## src/rtl/core/tsg_pkg.sv

```systemverilog
// Shared constants, codes and types of the three-channel square tone generator.
`default_nettype none

package tsg_pkg;

   // Channel datapath sizes.
   localparam int NUM_CHANNELS    = 3;
   localparam int CHAN_W          = 2;
   localparam int PERIOD_W        = 12;
   localparam int VOLUME_W        = 4;
   localparam int SUM_W           = 6;
   localparam int ADDR_W          = 16;
   localparam int DATA_W          = 8;
   localparam int SELECT_W        = 4;

   // Prescaler ahead of each period counter.
   localparam int PRESCALE_DIVIDE = 16;
   localparam int PRESCALE_W      = (PRESCALE_DIVIDE > 1) ? $clog2(PRESCALE_DIVIDE) : 1;

   // Bus address windows.
   localparam logic [ADDR_W-1:0] ADDR_SELECT_FIRST = 16'hC000;
   localparam logic [ADDR_W-1:0] ADDR_SELECT_LAST  = 16'hDFFF;
   localparam logic [ADDR_W-1:0] ADDR_DATA_FIRST   = 16'hE000;

   // Input action codes.
   localparam logic ACTION_TICK  = 1'b0;
   localparam logic ACTION_WRITE = 1'b1;

   // Register indexes of the tone part.
   localparam logic [SELECT_W-1:0] REG_A_FINE   = 4'd0;
   localparam logic [SELECT_W-1:0] REG_A_COARSE = 4'd1;
   localparam logic [SELECT_W-1:0] REG_B_FINE   = 4'd2;
   localparam logic [SELECT_W-1:0] REG_B_COARSE = 4'd3;
   localparam logic [SELECT_W-1:0] REG_C_FINE   = 4'd4;
   localparam logic [SELECT_W-1:0] REG_C_COARSE = 4'd5;
   localparam logic [SELECT_W-1:0] REG_MIXER    = 4'd7;
   localparam logic [SELECT_W-1:0] REG_A_VOLUME = 4'd8;
   localparam logic [SELECT_W-1:0] REG_B_VOLUME = 4'd9;
   localparam logic [SELECT_W-1:0] REG_C_VOLUME = 4'd10;

   // Decoded operations passed from the front end to the back end.
   localparam int OP_W = 3;
   localparam logic [OP_W-1:0] OP_TICK      = 3'd0;
   localparam logic [OP_W-1:0] OP_PERIOD_LO = 3'd1;
   localparam logic [OP_W-1:0] OP_PERIOD_HI = 3'd2;
   localparam logic [OP_W-1:0] OP_MIXER     = 3'd3;
   localparam logic [OP_W-1:0] OP_VOLUME    = 3'd4;

   typedef struct packed {
      logic [OP_W-1:0]   op;
      logic [CHAN_W-1:0] chan;
      logic [DATA_W-1:0] data;
   } cmd_type;

   // Queue sizes.
   localparam int CMD_DEPTH = 4;
   localparam int CMD_PTR_W = $clog2(CMD_DEPTH);
   localparam int CMD_CNT_W = $clog2(CMD_DEPTH + 1);
   localparam int RSP_DEPTH = 4;
   localparam int RSP_PTR_W = $clog2(RSP_DEPTH);
   localparam int RSP_CNT_W = $clog2(RSP_DEPTH + 1);

endpackage

`default_nettype wire

```

## src/rtl/core/tsg_front.sv

```systemverilog
// Front end: accepts words, tracks register select and lock, decodes operations.
`default_nettype none

module tsg_front
   import tsg_pkg::*;
(
   input  wire logic              clock,
   input  wire logic              reset,
   input  wire logic              req_push,
   output logic                   req_full,
   input  wire logic              req_action,
   input  wire logic [ADDR_W-1:0] req_address,
   input  wire logic [DATA_W-1:0] req_write_data,
   input  wire logic              queue_full,
   output logic                   cmd_push,
   output cmd_type                cmd_word
);

   logic [SELECT_W-1:0] select_ff, select_in;
   logic                lock_ff, lock_in;
   logic                accept;
   logic                is_select_write;
   logic                is_data_write;

   assign req_full = queue_full;
   assign accept   = req_push && !queue_full;

   assign is_select_write = (req_action == ACTION_WRITE)
                            && (req_address >= ADDR_SELECT_FIRST)
                            && (req_address <= ADDR_SELECT_LAST);
   assign is_data_write   = (req_action == ACTION_WRITE)
                            && (req_address >= ADDR_DATA_FIRST) && !lock_ff;

   // Select and lock follow every accepted write to the select window.
   always_comb begin
      select_in = select_ff;
      lock_in   = lock_ff;
      if (accept && is_select_write) begin
         select_in = req_write_data[SELECT_W-1:0];
         lock_in   = (req_write_data[DATA_W-1:SELECT_W] != '0);
      end
   end

   // Classify the word; ignored writes never reach the queue.
   always_comb begin
      cmd_push      = 1'b0;
      cmd_word.op   = OP_TICK;
      cmd_word.chan = '0;
      cmd_word.data = req_write_data;
      if (req_action == ACTION_TICK) begin
         cmd_push = accept;
      end else if (is_data_write) begin
         case (select_ff)
            REG_A_FINE, REG_B_FINE, REG_C_FINE: begin
               cmd_push      = accept;
               cmd_word.op   = OP_PERIOD_LO;
               cmd_word.chan = select_ff[CHAN_W:1];
            end
            REG_A_COARSE, REG_B_COARSE, REG_C_COARSE: begin
               cmd_push      = accept;
               cmd_word.op   = OP_PERIOD_HI;
               cmd_word.chan = select_ff[CHAN_W:1];
            end
            REG_MIXER: begin
               cmd_push    = accept;
               cmd_word.op = OP_MIXER;
            end
            REG_A_VOLUME, REG_B_VOLUME, REG_C_VOLUME: begin
               cmd_push      = accept;
               cmd_word.op   = OP_VOLUME;
               cmd_word.chan = select_ff[CHAN_W-1:0];
            end
            default: begin
               cmd_push = 1'b0;
            end
         endcase
      end
   end

   always_ff @(posedge clock) begin
      if (reset) begin
         select_ff <= '0;
         lock_ff   <= 1'b0;
      end else begin
         select_ff <= select_in;
         lock_ff   <= lock_in;
      end
   end

endmodule

`default_nettype wire

```

## src/rtl/core/tsg_cmd_queue.sv

```systemverilog
// Short queue of decoded operations between the front end and the back end.
`default_nettype none

module tsg_cmd_queue
   import tsg_pkg::*;
(
   input  wire logic    clock,
   input  wire logic    reset,
   input  wire logic    push,
   input  wire cmd_type push_word,
   output logic         full,
   input  wire logic    pop,
   output logic         head_valid,
   output cmd_type      head_word
);

   cmd_type                mem_ff [CMD_DEPTH];
   logic [CMD_PTR_W-1:0]   wr_ptr_ff, wr_ptr_in;
   logic [CMD_PTR_W-1:0]   rd_ptr_ff, rd_ptr_in;
   logic [CMD_CNT_W-1:0]   count_ff, count_in;
   logic                   do_push;
   logic                   do_pop;

   assign full       = (count_ff == CMD_CNT_W'(CMD_DEPTH));
   assign head_valid = (count_ff != '0);
   assign head_word  = mem_ff[rd_ptr_ff];
   assign do_push    = push && !full;
   assign do_pop     = pop && head_valid;

   // Pointer and fill count updates.
   always_comb begin
      wr_ptr_in = wr_ptr_ff;
      rd_ptr_in = rd_ptr_ff;
      count_in  = count_ff;
      if (do_push) begin
         wr_ptr_in = (wr_ptr_ff == CMD_PTR_W'(CMD_DEPTH - 1)) ? '0 : wr_ptr_ff + 1'b1;
      end
      if (do_pop) begin
         rd_ptr_in = (rd_ptr_ff == CMD_PTR_W'(CMD_DEPTH - 1)) ? '0 : rd_ptr_ff + 1'b1;
      end
      if (do_push && !do_pop) begin
         count_in = count_ff + 1'b1;
      end else if (do_pop && !do_push) begin
         count_in = count_ff - 1'b1;
      end
   end

   always_ff @(posedge clock) begin
      if (reset) begin
         wr_ptr_ff <= '0;
         rd_ptr_ff <= '0;
         count_ff  <= '0;
      end else begin
         wr_ptr_ff <= wr_ptr_in;
         rd_ptr_ff <= rd_ptr_in;
         count_ff  <= count_in;
      end
   end

   // Entry storage needs no reset.
   always_ff @(posedge clock) begin
      if (do_push) begin
         mem_ff[wr_ptr_ff] <= push_word;
      end
   end

endmodule

`default_nettype wire

```

## src/rtl/core/tsg_back.sv

```systemverilog
// Back end: channel registers, prescalers, period counters, mixer and result queue.
`default_nettype none

module tsg_back
   import tsg_pkg::*;
(
   input  wire logic             clock,
   input  wire logic             reset,
   input  wire logic             head_valid,
   input  wire cmd_type          head_word,
   output logic                  cmd_pop,
   output logic                  rsp_empty,
   input  wire logic             rsp_pop,
   output logic [SUM_W-1:0]      rsp_mix_sum
);

   logic [PERIOD_W-1:0]   period_ff [NUM_CHANNELS];
   logic [PERIOD_W-1:0]   period_in [NUM_CHANNELS];
   logic [PERIOD_W-1:0]   count_ff [NUM_CHANNELS];
   logic [PERIOD_W-1:0]   count_in [NUM_CHANNELS];
   logic [PRESCALE_W-1:0] pre_ff [NUM_CHANNELS];
   logic [PRESCALE_W-1:0] pre_in [NUM_CHANNELS];
   logic [NUM_CHANNELS-1:0] level_ff, level_in;
   logic [NUM_CHANNELS-1:0] off_ff, off_in;
   logic [VOLUME_W-1:0]   volume_ff [NUM_CHANNELS];
   logic [VOLUME_W-1:0]   volume_in [NUM_CHANNELS];
   logic [SUM_W-1:0]      sum;
   logic                  tick;

   logic [SUM_W-1:0]      rsp_mem_ff [RSP_DEPTH];
   logic [RSP_PTR_W-1:0]  rsp_wr_ff, rsp_wr_in;
   logic [RSP_PTR_W-1:0]  rsp_rd_ff, rsp_rd_in;
   logic [RSP_CNT_W-1:0]  rsp_cnt_ff, rsp_cnt_in;
   logic                  rsp_full;
   logic                  rsp_take;

   // A tick waits for room in the result queue; register writes never wait.
   assign rsp_full = (rsp_cnt_ff == RSP_CNT_W'(RSP_DEPTH));
   assign cmd_pop  = head_valid && ((head_word.op != OP_TICK) || !rsp_full);
   assign tick     = cmd_pop && (head_word.op == OP_TICK);

   // Register writes and per-channel counter advance.
   always_comb begin
      logic [PRESCALE_W:0] pre_next;
      logic [PERIOD_W:0]   cnt_next;
      period_in = period_ff;
      count_in  = count_ff;
      pre_in    = pre_ff;
      level_in  = level_ff;
      off_in    = off_ff;
      volume_in = volume_ff;
      pre_next  = '0;
      cnt_next  = '0;
      if (cmd_pop) begin
         case (head_word.op)
            OP_PERIOD_LO: begin
               period_in[head_word.chan][7:0] = head_word.data;
            end
            OP_PERIOD_HI: begin
               period_in[head_word.chan][PERIOD_W-1:8] = head_word.data[PERIOD_W-9:0];
            end
            OP_MIXER: begin
               off_in = head_word.data[NUM_CHANNELS-1:0];
            end
            OP_VOLUME: begin
               volume_in[head_word.chan] = head_word.data[VOLUME_W-1:0];
            end
            default: begin
            end
         endcase
      end
      if (tick) begin
         for (int i = 0; i < NUM_CHANNELS; i++) begin
            pre_next = {1'b0, pre_ff[i]} + 1'b1;
            if (pre_next >= (PRESCALE_W + 1)'(PRESCALE_DIVIDE)) begin
               pre_in[i] = '0;
               cnt_next  = {1'b0, count_ff[i]} + 1'b1;
               if (cnt_next >= {1'b0, period_ff[i]}) begin
                  cnt_next    = '0;
                  level_in[i] = !level_ff[i];
               end
               count_in[i] = cnt_next[PERIOD_W-1:0];
            end else begin
               pre_in[i] = pre_next[PRESCALE_W-1:0];
            end
         end
      end
   end

   // Mix the channels that are enabled and high after this tick.
   always_comb begin
      sum = '0;
      for (int i = 0; i < NUM_CHANNELS; i++) begin
         if (!off_in[i] && level_in[i]) begin
            sum = sum + SUM_W'(volume_in[i]);
         end
      end
   end

   always_ff @(posedge clock) begin
      if (reset) begin
         for (int i = 0; i < NUM_CHANNELS; i++) begin
            period_ff[i] <= '0;
            count_ff[i]  <= PERIOD_W'(1);
            pre_ff[i]    <= '0;
            volume_ff[i] <= '0;
         end
         level_ff <= '0;
         off_ff   <= '0;
      end else begin
         period_ff <= period_in;
         count_ff  <= count_in;
         pre_ff    <= pre_in;
         level_ff  <= level_in;
         off_ff    <= off_in;
         volume_ff <= volume_in;
      end
   end

   // Result queue: one word per tick, read by the consumer in order.
   assign rsp_empty   = (rsp_cnt_ff == '0);
   assign rsp_take    = rsp_pop && !rsp_empty;
   assign rsp_mix_sum = rsp_mem_ff[rsp_rd_ff];

   always_comb begin
      rsp_wr_in  = rsp_wr_ff;
      rsp_rd_in  = rsp_rd_ff;
      rsp_cnt_in = rsp_cnt_ff;
      if (tick) begin
         rsp_wr_in = (rsp_wr_ff == RSP_PTR_W'(RSP_DEPTH - 1)) ? '0 : rsp_wr_ff + 1'b1;
      end
      if (rsp_take) begin
         rsp_rd_in = (rsp_rd_ff == RSP_PTR_W'(RSP_DEPTH - 1)) ? '0 : rsp_rd_ff + 1'b1;
      end
      if (tick && !rsp_take) begin
         rsp_cnt_in = rsp_cnt_ff + 1'b1;
      end else if (rsp_take && !tick) begin
         rsp_cnt_in = rsp_cnt_ff - 1'b1;
      end
   end

   always_ff @(posedge clock) begin
      if (reset) begin
         rsp_wr_ff  <= '0;
         rsp_rd_ff  <= '0;
         rsp_cnt_ff <= '0;
      end else begin
         rsp_wr_ff  <= rsp_wr_in;
         rsp_rd_ff  <= rsp_rd_in;
         rsp_cnt_ff <= rsp_cnt_in;
      end
   end

   always_ff @(posedge clock) begin
      if (tick) begin
         rsp_mem_ff[rsp_wr_ff] <= sum;
      end
   end

endmodule

`default_nettype wire

```

## src/rtl/core/three_channel_square_tone_generator_core.sv

```systemverilog
// Top level of the three-channel square tone generator.
//
//   Channel   Ports                                   Handshake
//   request   req_action, req_address, req_write_data push / full
//   response  rsp_mix_sum                             pop / empty
//
// One word can be taken every cycle while the operation queue is not full. A tick word
// passes through the operation queue and then the result queue, both registered, before
// its mix sum shows on the response ports. Writes yield no word.
// Reset is synchronous and clears all tone state.
// The request side stalls only when the four-entry operation queue is full,
// which happens when the four-entry result queue is full and ticks back up.
`default_nettype none

module three_channel_square_tone_generator_core
   import tsg_pkg::*;
(
   input  wire logic              clock,
   input  wire logic              reset,
   input  wire logic              req_push,
   output logic                   req_full,
   input  wire logic              req_action,
   input  wire logic [ADDR_W-1:0] req_address,
   input  wire logic [DATA_W-1:0] req_write_data,
   output logic                   rsp_empty,
   input  wire logic              rsp_pop,
   output logic [SUM_W-1:0]       rsp_mix_sum
);

   logic    queue_full;
   logic    cmd_push;
   cmd_type cmd_word;
   logic    head_valid;
   cmd_type head_word;
   logic    cmd_pop;

   tsg_front u_front (
      .clock          (clock),
      .reset          (reset),
      .req_push       (req_push),
      .req_full       (req_full),
      .req_action     (req_action),
      .req_address    (req_address),
      .req_write_data (req_write_data),
      .queue_full     (queue_full),
      .cmd_push       (cmd_push),
      .cmd_word       (cmd_word)
   );

   tsg_cmd_queue u_queue (
      .clock      (clock),
      .reset      (reset),
      .push       (cmd_push),
      .push_word  (cmd_word),
      .full       (queue_full),
      .pop        (cmd_pop),
      .head_valid (head_valid),
      .head_word  (head_word)
   );

   tsg_back u_back (
      .clock       (clock),
      .reset       (reset),
      .head_valid  (head_valid),
      .head_word   (head_word),
      .cmd_pop     (cmd_pop),
      .rsp_empty   (rsp_empty),
      .rsp_pop     (rsp_pop),
      .rsp_mix_sum (rsp_mix_sum)
   );

endmodule

`default_nettype wire

```

## config.mk

```make
export PLATFORM = sky130hd
export DESIGN_NAME = three_channel_square_tone_generator_core
export DESIGN_NICKNAME = d
export VERILOG_FILES = /design/src/rtl/core/tsg_pkg.sv /design/src/rtl/core/tsg_front.sv /design/src/rtl/core/tsg_cmd_queue.sv /design/src/rtl/core/tsg_back.sv /design/src/rtl/core/three_channel_square_tone_generator_core.sv
export SDC_FILE = /design/constraint.sdc
export NUM_CORES = 1
export LEC_CHECK = 0
export ABC_AREA = 1
export BUFFER_PORTS_ARGS = -buffer_cell sky130_fd_sc_hd__buf_4
export CAP_MARGIN = 20
export CORE_UTILIZATION = 40
export DETAILED_ROUTE_END_ITERATION = 6
export GPL_TIMING_DRIVEN = 0
export PLACE_DENSITY_LB_ADDON = 0.25
export SYNTH_ARGS = -nofsm -noshare
export SYNTH_HDL_FRONTEND = slang
export SYNTH_SLANG_ARGS = --single-unit
export TNS_END_PERCENT = 5
```

## constraint.sdc

```tcl
create_clock -name clock -period 7 [get_ports clock]
set_clock_uncertainty 0.05 [all_clocks]
set_input_delay 2.1 -clock clock [delete_from_list [all_inputs] [get_ports clock]]
set_output_delay 2.1 -clock clock [all_outputs]
set_load 0.01 [all_outputs]
```

==> results.yml, run 1 <==
outcome:
  status: "finished clean"
power:
  netSwitchingPower_mw: 1.32
  combPwrFrac: 0.310
  seq_power_share: 0.369
  swShare: 0.346
  vdd_drop_max_mv: 0.214
  internal_power_mw: 2.49
  pwr-share-clk: 0.321
  leakage_nw: 4.72
  p_per_area_nw_per_um2: 331
critical_path:
  cp-start-kind: "register"
  cpLargestDelayFamily: "simple AND/OR/NAND/NOR gates"
  path_class: "reg -> reg"
  crit_buf_inv: 3
  crit_slowest_cell: "nor4_1"
  crit_path_max_fanout: 5
  worstPathArrival_ns: 5.57
  critPathCaptureType: "register"
  crit_required_ns: 7.18
  crit_top_cell: "nand3_1"
  max_stage_delay_ns: 0.47
yosys:
  synthDistinctLibCells: 53
  synthCells: 1176
  synth_common_cells: "inv_1, nand2_1, dfxtp_1"
  ys_ff_latch: 201
  syn_area_um2: 10100
  synthesis.nets: 1271
  synth_top_area_cell: "dfxtp_1"
  avgSynthCellArea_um2: 8.62
  synth_most_common_cell: "inv_1"
  synth_warnings: 0
  synth.area.top_cells: "dfxtp_1, edfxtp_1, ha_1, inv_1, nand2_1"
  synth-edff-count: 76
  seq_area_frac_synth: 0.472
  netlist.area_leader.share: 0.247
  async_flop_share: 0
  synth_top_flop_cell: "dfxtp_1"
die:
  num_io_pins: 37
  die_y_um: 161
  start_util: 0.412
  core_um2: 24600
  rows: 57
  die_area_um2: 26000
  dieWidth_um: 161
cts:
  cts_resized: 0
  cts_buffers: 23
  clk_latency_ns: 0.51
  htree_num_levels: 1
  cts_tree: "yes"
  root_buffer: "clkbuf_16"
  clockBufferDepth: 3
  clock-sinks: 201
  clk_pin_slew_ns: 0.06
  cts_setup_buffers: 0
  postCtsHoldBufs: 0
sta:
  report.final.slew_viol_count: 0
  setup_viol_count_final: 0
  hold_viol_final: 0
  slew_headroom: 0.360
  rsz0062_at_grt: "no"
  clock.fmax_mhz: 186
  worst_slack_ns: 1.62
  finalCriticalPeriod_ns: 5.38
  post-route-period-util: 0.769
  tightestPinTransition_ns: 0.951
  setup_tns_ns: 0
global_route:
  grt_max_degree: 14
  track_usage: 0.172
  grt_pass1_vias: 7515
  grt_first_pass_wirelength_um: 36200
  grt_overflow: 0
  antenna_found_initial: 0
job:
  cap_violations: 0
routing:
  first_iter_violations: 313
  vias_per_cell: 4.95
  routed_wl_um: 21700
  wl_per_cell_um: 13.9
  ant_nets: 0
  num_vias: 7758
  drc: 0
  dr.pass1.iters: 4
final_layout:
  drive_above_1_share: 0.0990
  register_area_um2: 4780
  diodes: 0
  multi_input_area_um2: 4460
  fillers: 2392
  final_nets: 1322
  area_growth_syn_to_layout_pct: 13.5
placement:
  hpwl_um: 16000
  place.gp.congestion: 0.833
  place_ws_ns: 1.59
  port_buffers: 22
worst_hold_path:
  hp-class: "reg -> reg"
==> through the flow <==
step / power (mW) / hold slack [ns] / instance area, µm² / util / instances
finish: 3.80 / 0.407 / 11500 / 0.467 / 1567
CTS: 3.84 / 0.408 / 11500 / 0.467 / 1567
global route: 4.04 / 0.439 / 11500 / 0.467 / 1567
detailed placement: 2.61 / 0.399 / 10700 / 0.436 / 1526
floorplan: 2.27 / 0.377 / 10100 / - / 1176
global placement: 2.59 / 0.397 / 10700 / 0.435 / 1522
==> cell type report <==
class                      count  share of cell area
buffer                        26              0.0122
clock buffer                  30              0.0524
clock inverter                11              0.0140
inverter                     197              0.0650
multi-input combinational    752               0.388
sequential                   201               0.416
tap                          324              0.0353
timing repair buffer          26              0.0170
==> routing by layer <==
layer	vias to the layer above	wire, µm	global-route usage
met4	0	553	0.0523
met5	-	0	0
met1	3584	10300	0.223
met3	37	669	0.0234
li1	4044	-	-
met2	93	10200	0.297
==> power groups by stage <==
| stage | Clock, mW | Combinational (mW) | Sequential (mW) |
|---|---|---|---|
| 3_3_place_gp | 0 | 1.17 | 1.43 |
| 3_5_place_dp | 0 | 1.19 | 1.43 |
| 4_1_cts | 1.25 | 1.19 | 1.40 |
| 6_report | 1.22 | 1.18 | 1.40 |
| 5_1_grt | 1.30 | 1.32 | 1.42 |
| 2_1_floorplan | 0 | 0.862 | 1.41 |
==> worst paths after layout <==
kind                                    startpoint                                end  slack (ns)  cells past startpoint
setup / recovery  u_back.count_ff[24]$_SDFFE_PP1P_  u_back.rsp_mem_ff[1][5]$_DFFE_PP_        1.62                     26
hold / removal    u_back.period_ff[0]$_SDFFE_PP0P_   u_back.period_ff[0]$_SDFFE_PP0P_        0.41                      2
setup reg to reg  u_back.count_ff[24]$_SDFFE_PP1P_  u_back.rsp_mem_ff[1][5]$_DFFE_PP_        1.62                     26
hold reg to reg   u_back.period_ff[0]$_SDFFE_PP0P_   u_back.period_ff[0]$_SDFFE_PP0P_        0.41                      2
==> flip-flops by register name, summed over array words and instances, names as in the netlist, 3 cells and up, named ones only <==
| register | cells |
|---|---|
| u_back.level_ff | 3 |
| u_back.volume_ff | 12 |
| u_back.period_ff | 36 |
| u_queue.count_ff | 3 |
| u_back.rsp_mem_ff | 24 |
| u_back.off_ff | 3 |
| u_queue.mem_ff | 52 |
| u_back.count_ff | 36 |
| u_back.rsp_cnt_ff | 3 |
| u_back.pre_ff | 12 |
| u_front.select_ff | 4 |
==> worst min-delay path, stage by stage, from the launching register on <==
cell     delay (ns)
dfxtp_1        0.31
inv_1          0.05
a21oi_1        0.05
==> cell usage in the layout, fill, tap and decap left out, types with 4 or more instances in the layout <==
cell	instances
nor3_1	15
nor4_1	4
nor2_1	99
dfxtp_1	125
ha_1	62
a211oi_1	7
or2_2	7
o21ai_0	70
nand2_1	162
clkbuf_1	18
o21a_1	4
buf_6	4
xor2_1	33
inv_1	188
bufinv_16	4
fa_1	4
o31ai_1	4
nand2_2	6
buf_4	26
clkbuf_16	23
nand4_1	27
buf_2	10
nor2_4	4
o22ai_1	25
clkinv_1	4
inv_2	6
nand3_1	53
and2_1	4
a21oi_1	85
o21ai_1	34
nand3_2	9
edfxtp_1	76
==> logic make-up after synthesis <==
logic type | after synthesis | synth area share
and+or+nand+nor | 407 | 0.191
AOI/OAI and AO/OA | 245 | 0.135
buffers and inverters | 223 | 0.0876
DFF | 201 | 0.472
adders and majority gates | 66 | 0.0845
xor gates and xnor gates | 34 | 0.0294
No activity file was read; power rests on OpenSTA's default activity.
==> inputs of run 2 (changes only) <==
- ABC_AREA: 1 -> 0
- clock period: 7 -> 5.1 ns (I/O delays scaled with it)
==> run 2 against run 1 <==
Sequential share of layout area is 0.74 points higher; cell count is 17% lower; synthesized cell count decreased by 22%; register-to-register slack worse by 1.4 ns; area after synthesis shrank 3.1%; worst hold slack improved by 0.0028 ns; power is 18% higher; setup slack lost 1.4 ns; largest cell class is now multi-input gates.
==> results.yml, run 2 <==
outcome:
  status: "finished clean"
yosys:
  synth_top_area_cell: "dfxtp_1"
  synth_most_common_cell: "dfxtp_1"
  synthCells: 914
  synth_common_cells: "dfxtp_1, nor2_1, edfxtp_1"
  syn_area_um2: 9820
  synth_top_flop_cell: "dfxtp_1"
  netlist.area_leader.share: 0.255
  ys_ff_latch: 201
  synth.area.top_cells: "dfxtp_1, edfxtp_1, ha_1, mux2i_1, mux4_2"
  synthesis.nets: 1009
  synthDistinctLibCells: 60
  synth_warnings: 0
  seq_area_frac_synth: 0.487
  synth-edff-count: 76
  avgSynthCellArea_um2: 10.7
  async_flop_share: 0
die:
  die_area_um2: 25200
  core_um2: 23800
  start_util: 0.413
  die_y_um: 159
  dieWidth_um: 159
  num_io_pins: 37
  rows: 56
final_layout:
  largest_reg_flops: 52
  final_cell_mix: "dfxtp_1, nor2_1, edfxtp_1"
  final_common_cell: "dfxtp_1"
  area_growth_syn_to_layout_pct: 15.3
  largest-register: "u_queue.mem_ff"
  top_regs: "u_queue.mem_ff x52, u_back.count_ff x36, u_back.period_ff x36"
  drive_above_1_share: 0.143
  design_area_um2: 11300
  fillers: 2228
  diodes: 0
  final_nets: 1066
power:
  netSwitchingPower_mw: 1.34
  internal_power_mw: 3.13
  leakage_nw: 4.53
  pwr-share-clk: 0.333
  p_per_area_nw_per_um2: 395
  combPwrFrac: 0.252
  power_mw: 4.47
  seq_power_share: 0.415
  vdd_drop_max_mv: 0.218
  swShare: 0.300
job:
  cap_violations: 0
sta:
  post-route-period-util: 0.952
  hold_viol_final: 0
  finalCriticalPeriod_ns: 4.85
  clock.fmax_mhz: 206
  worst_slack_ns: 0.247
  hold_slack_ns: 0.410
  slew_headroom: 0.372
  tightestPinTransition_ns: 0.918
  report.final.slew_viol_count: 0
  setup_viol_count_final: 0
global_route:
  grt_overflow: 0
  antenna_found_initial: 0
  grt_first_pass_wirelength_um: 33700
  grt_max_degree: 15
  track_usage: 0.172
  grt_pass1_vias: 6569
critical_path:
  path_class: "reg -> reg"
  crit_slowest_cell: "or4_4"
  max_stage_delay_ns: 0.52
  crit_path_max_fanout: 7
  crit_chain: "buf_6, mux4_2, or2_1, buf_6, or4_4, buf_12, a211oi_4, a21oi_4, o21bai_4, nor2_1, ha_2, fa_1, nand2_2, o32ai_4, ha_1, a21o_1, a21oi_2, xnor2_1, mux2i_1, o31ai_2"
  crit_required_ns: 5.28
  worstPathArrival_ns: 5.03
  cp-start-kind: "register"
  crit_top_cell: "buf_6"
  critPathCaptureType: "register"
routing:
  wl_per_cell_um: 15.7
  num_vias: 6727
  vias_per_cell: 5.15
  drc: 0
  ant_nets: 0
  first_iter_violations: 260
  dr.pass1.iters: 5
  routed_wl_um: 20600
cts:
  clockBufferDepth: 3
  cts_buffers: 22
  clock-sinks: 201
  htree_num_levels: 1
  clk_pin_slew_ns: 0.06
  root_buffer: "clkbuf_16"
  cts_tree: "yes"
  clk_latency_ns: 0.50
placement:
  place.gp.congestion: 0.813
  port_buffers: 22
  hpwl_um: 14400
  place_ws_ns: -0.479
  placement.cell_area_um2: 10400
worst_hold_path:
  hp-class: "reg -> reg"
run 2: cell types whose count changed after synthesis, moves of 19 or more:
cell     before  now
a21oi_1      85   42
nand3_1      53   29
inv_1       188   53
o21ai_1      34    1
o22ai_1      25    0
o21ai_0      70   24
xnor2_1       1   29
mux4_2        0   19
mux2i_1       0   51
nand2_1     162   59
run 2: logic make-up after synthesis:
group | after synthesis | synth area share
fa+ha+maj | 66 | 0.0872
simple gates | 306 | 0.153
flops | 201 | 0.487
compound gates | 122 | 0.0837
mux | 79 | 0.106
xor+xnor | 51 | 0.0455
buf+inv | 89 | 0.0370
run 2: stage by stage:
stage	util	TNS (ns)	instances
2_1_floorplan	-	0	914
4_1_cts	0.469	0	1298
3_3_place_gp	0.437	-6.28	1255
5_1_grt	0.477	-0.0473	1306
6_report	0.477	0	1306
3_5_place_dp	0.437	-6.62	1255
run 2: cell type report:
| cell class | instances | area (µm²) | share of cell area |
|---|---|---|---|
| Clock buffer | 30 | 623 | 0.0550 |
| Sequential cell | 201 | 4800 | 0.424 |
| Clock inverter | 10 | 56.3 | 0.00497 |
| Buffer | 34 | 169 | 0.0149 |
| Tap cell | 319 | 399 | 0.0353 |
| Timing Repair Buffer | 35 | 263 | 0.0232 |
| Inverter | 53 | 199 | 0.0176 |
| Multi-Input combinational cell | 624 | 4820 | 0.425 |
run 2: metal layers:
metal,up-vias,track usage,wire (µm)
met5,-,0,0
met4,0,0.0517,538
met3,39,0.0253,843
met2,113,0.286,9440
met1,3188,0.230,9740
li1,3387,-,-
run 2: worst max-delay path, delay by kind of cell, from the launching register on:
kind,cells,cell delay [ns]
adders and majority gates,3,1.00
muxes,2,0.66
AOI/OAI and AO/OA,7,1.19
xor gates and xnor gates,1,0.09
and+or+nand+nor,4,0.89
DFF,1,0.32
buffers and inverters,3,0.39
run 2: power groups by stage:
stage	logic, mW	clock network [mW]	registers [mW]
CTS	1.10	1.53	1.86
finish	1.13	1.49	1.86
detailed placement	1.08	0	1.89
global placement	1.07	0	1.89
global route	1.26	1.59	1.87
floorplan	0.778	0	1.87
run 2: final timing paths:
check        cells after the start                               from                           endpoint  slack (ns)
max                             20                           register  u_back.rsp_mem_ff[0][3]$_DFFE_PP_        0.25
min                              2  u_back.period_ff[23]$_SDFFE_PP0P_  u_back.period_ff[23]$_SDFFE_PP0P_        0.41
max reg2reg                     20                           register  u_back.rsp_mem_ff[0][3]$_DFFE_PP_        0.25
min reg2reg                      2  u_back.period_ff[23]$_SDFFE_PP0P_  u_back.period_ff[23]$_SDFFE_PP0P_        0.41
run 2: repair_timing:
item,4_1_cts,5_1_grt
pin swaps,1,18
gates resized for setup,9,29
gates cloned,0,0
buffers inserted,3,10
setup endpoints to repair,20,20
hold buffers,0,0
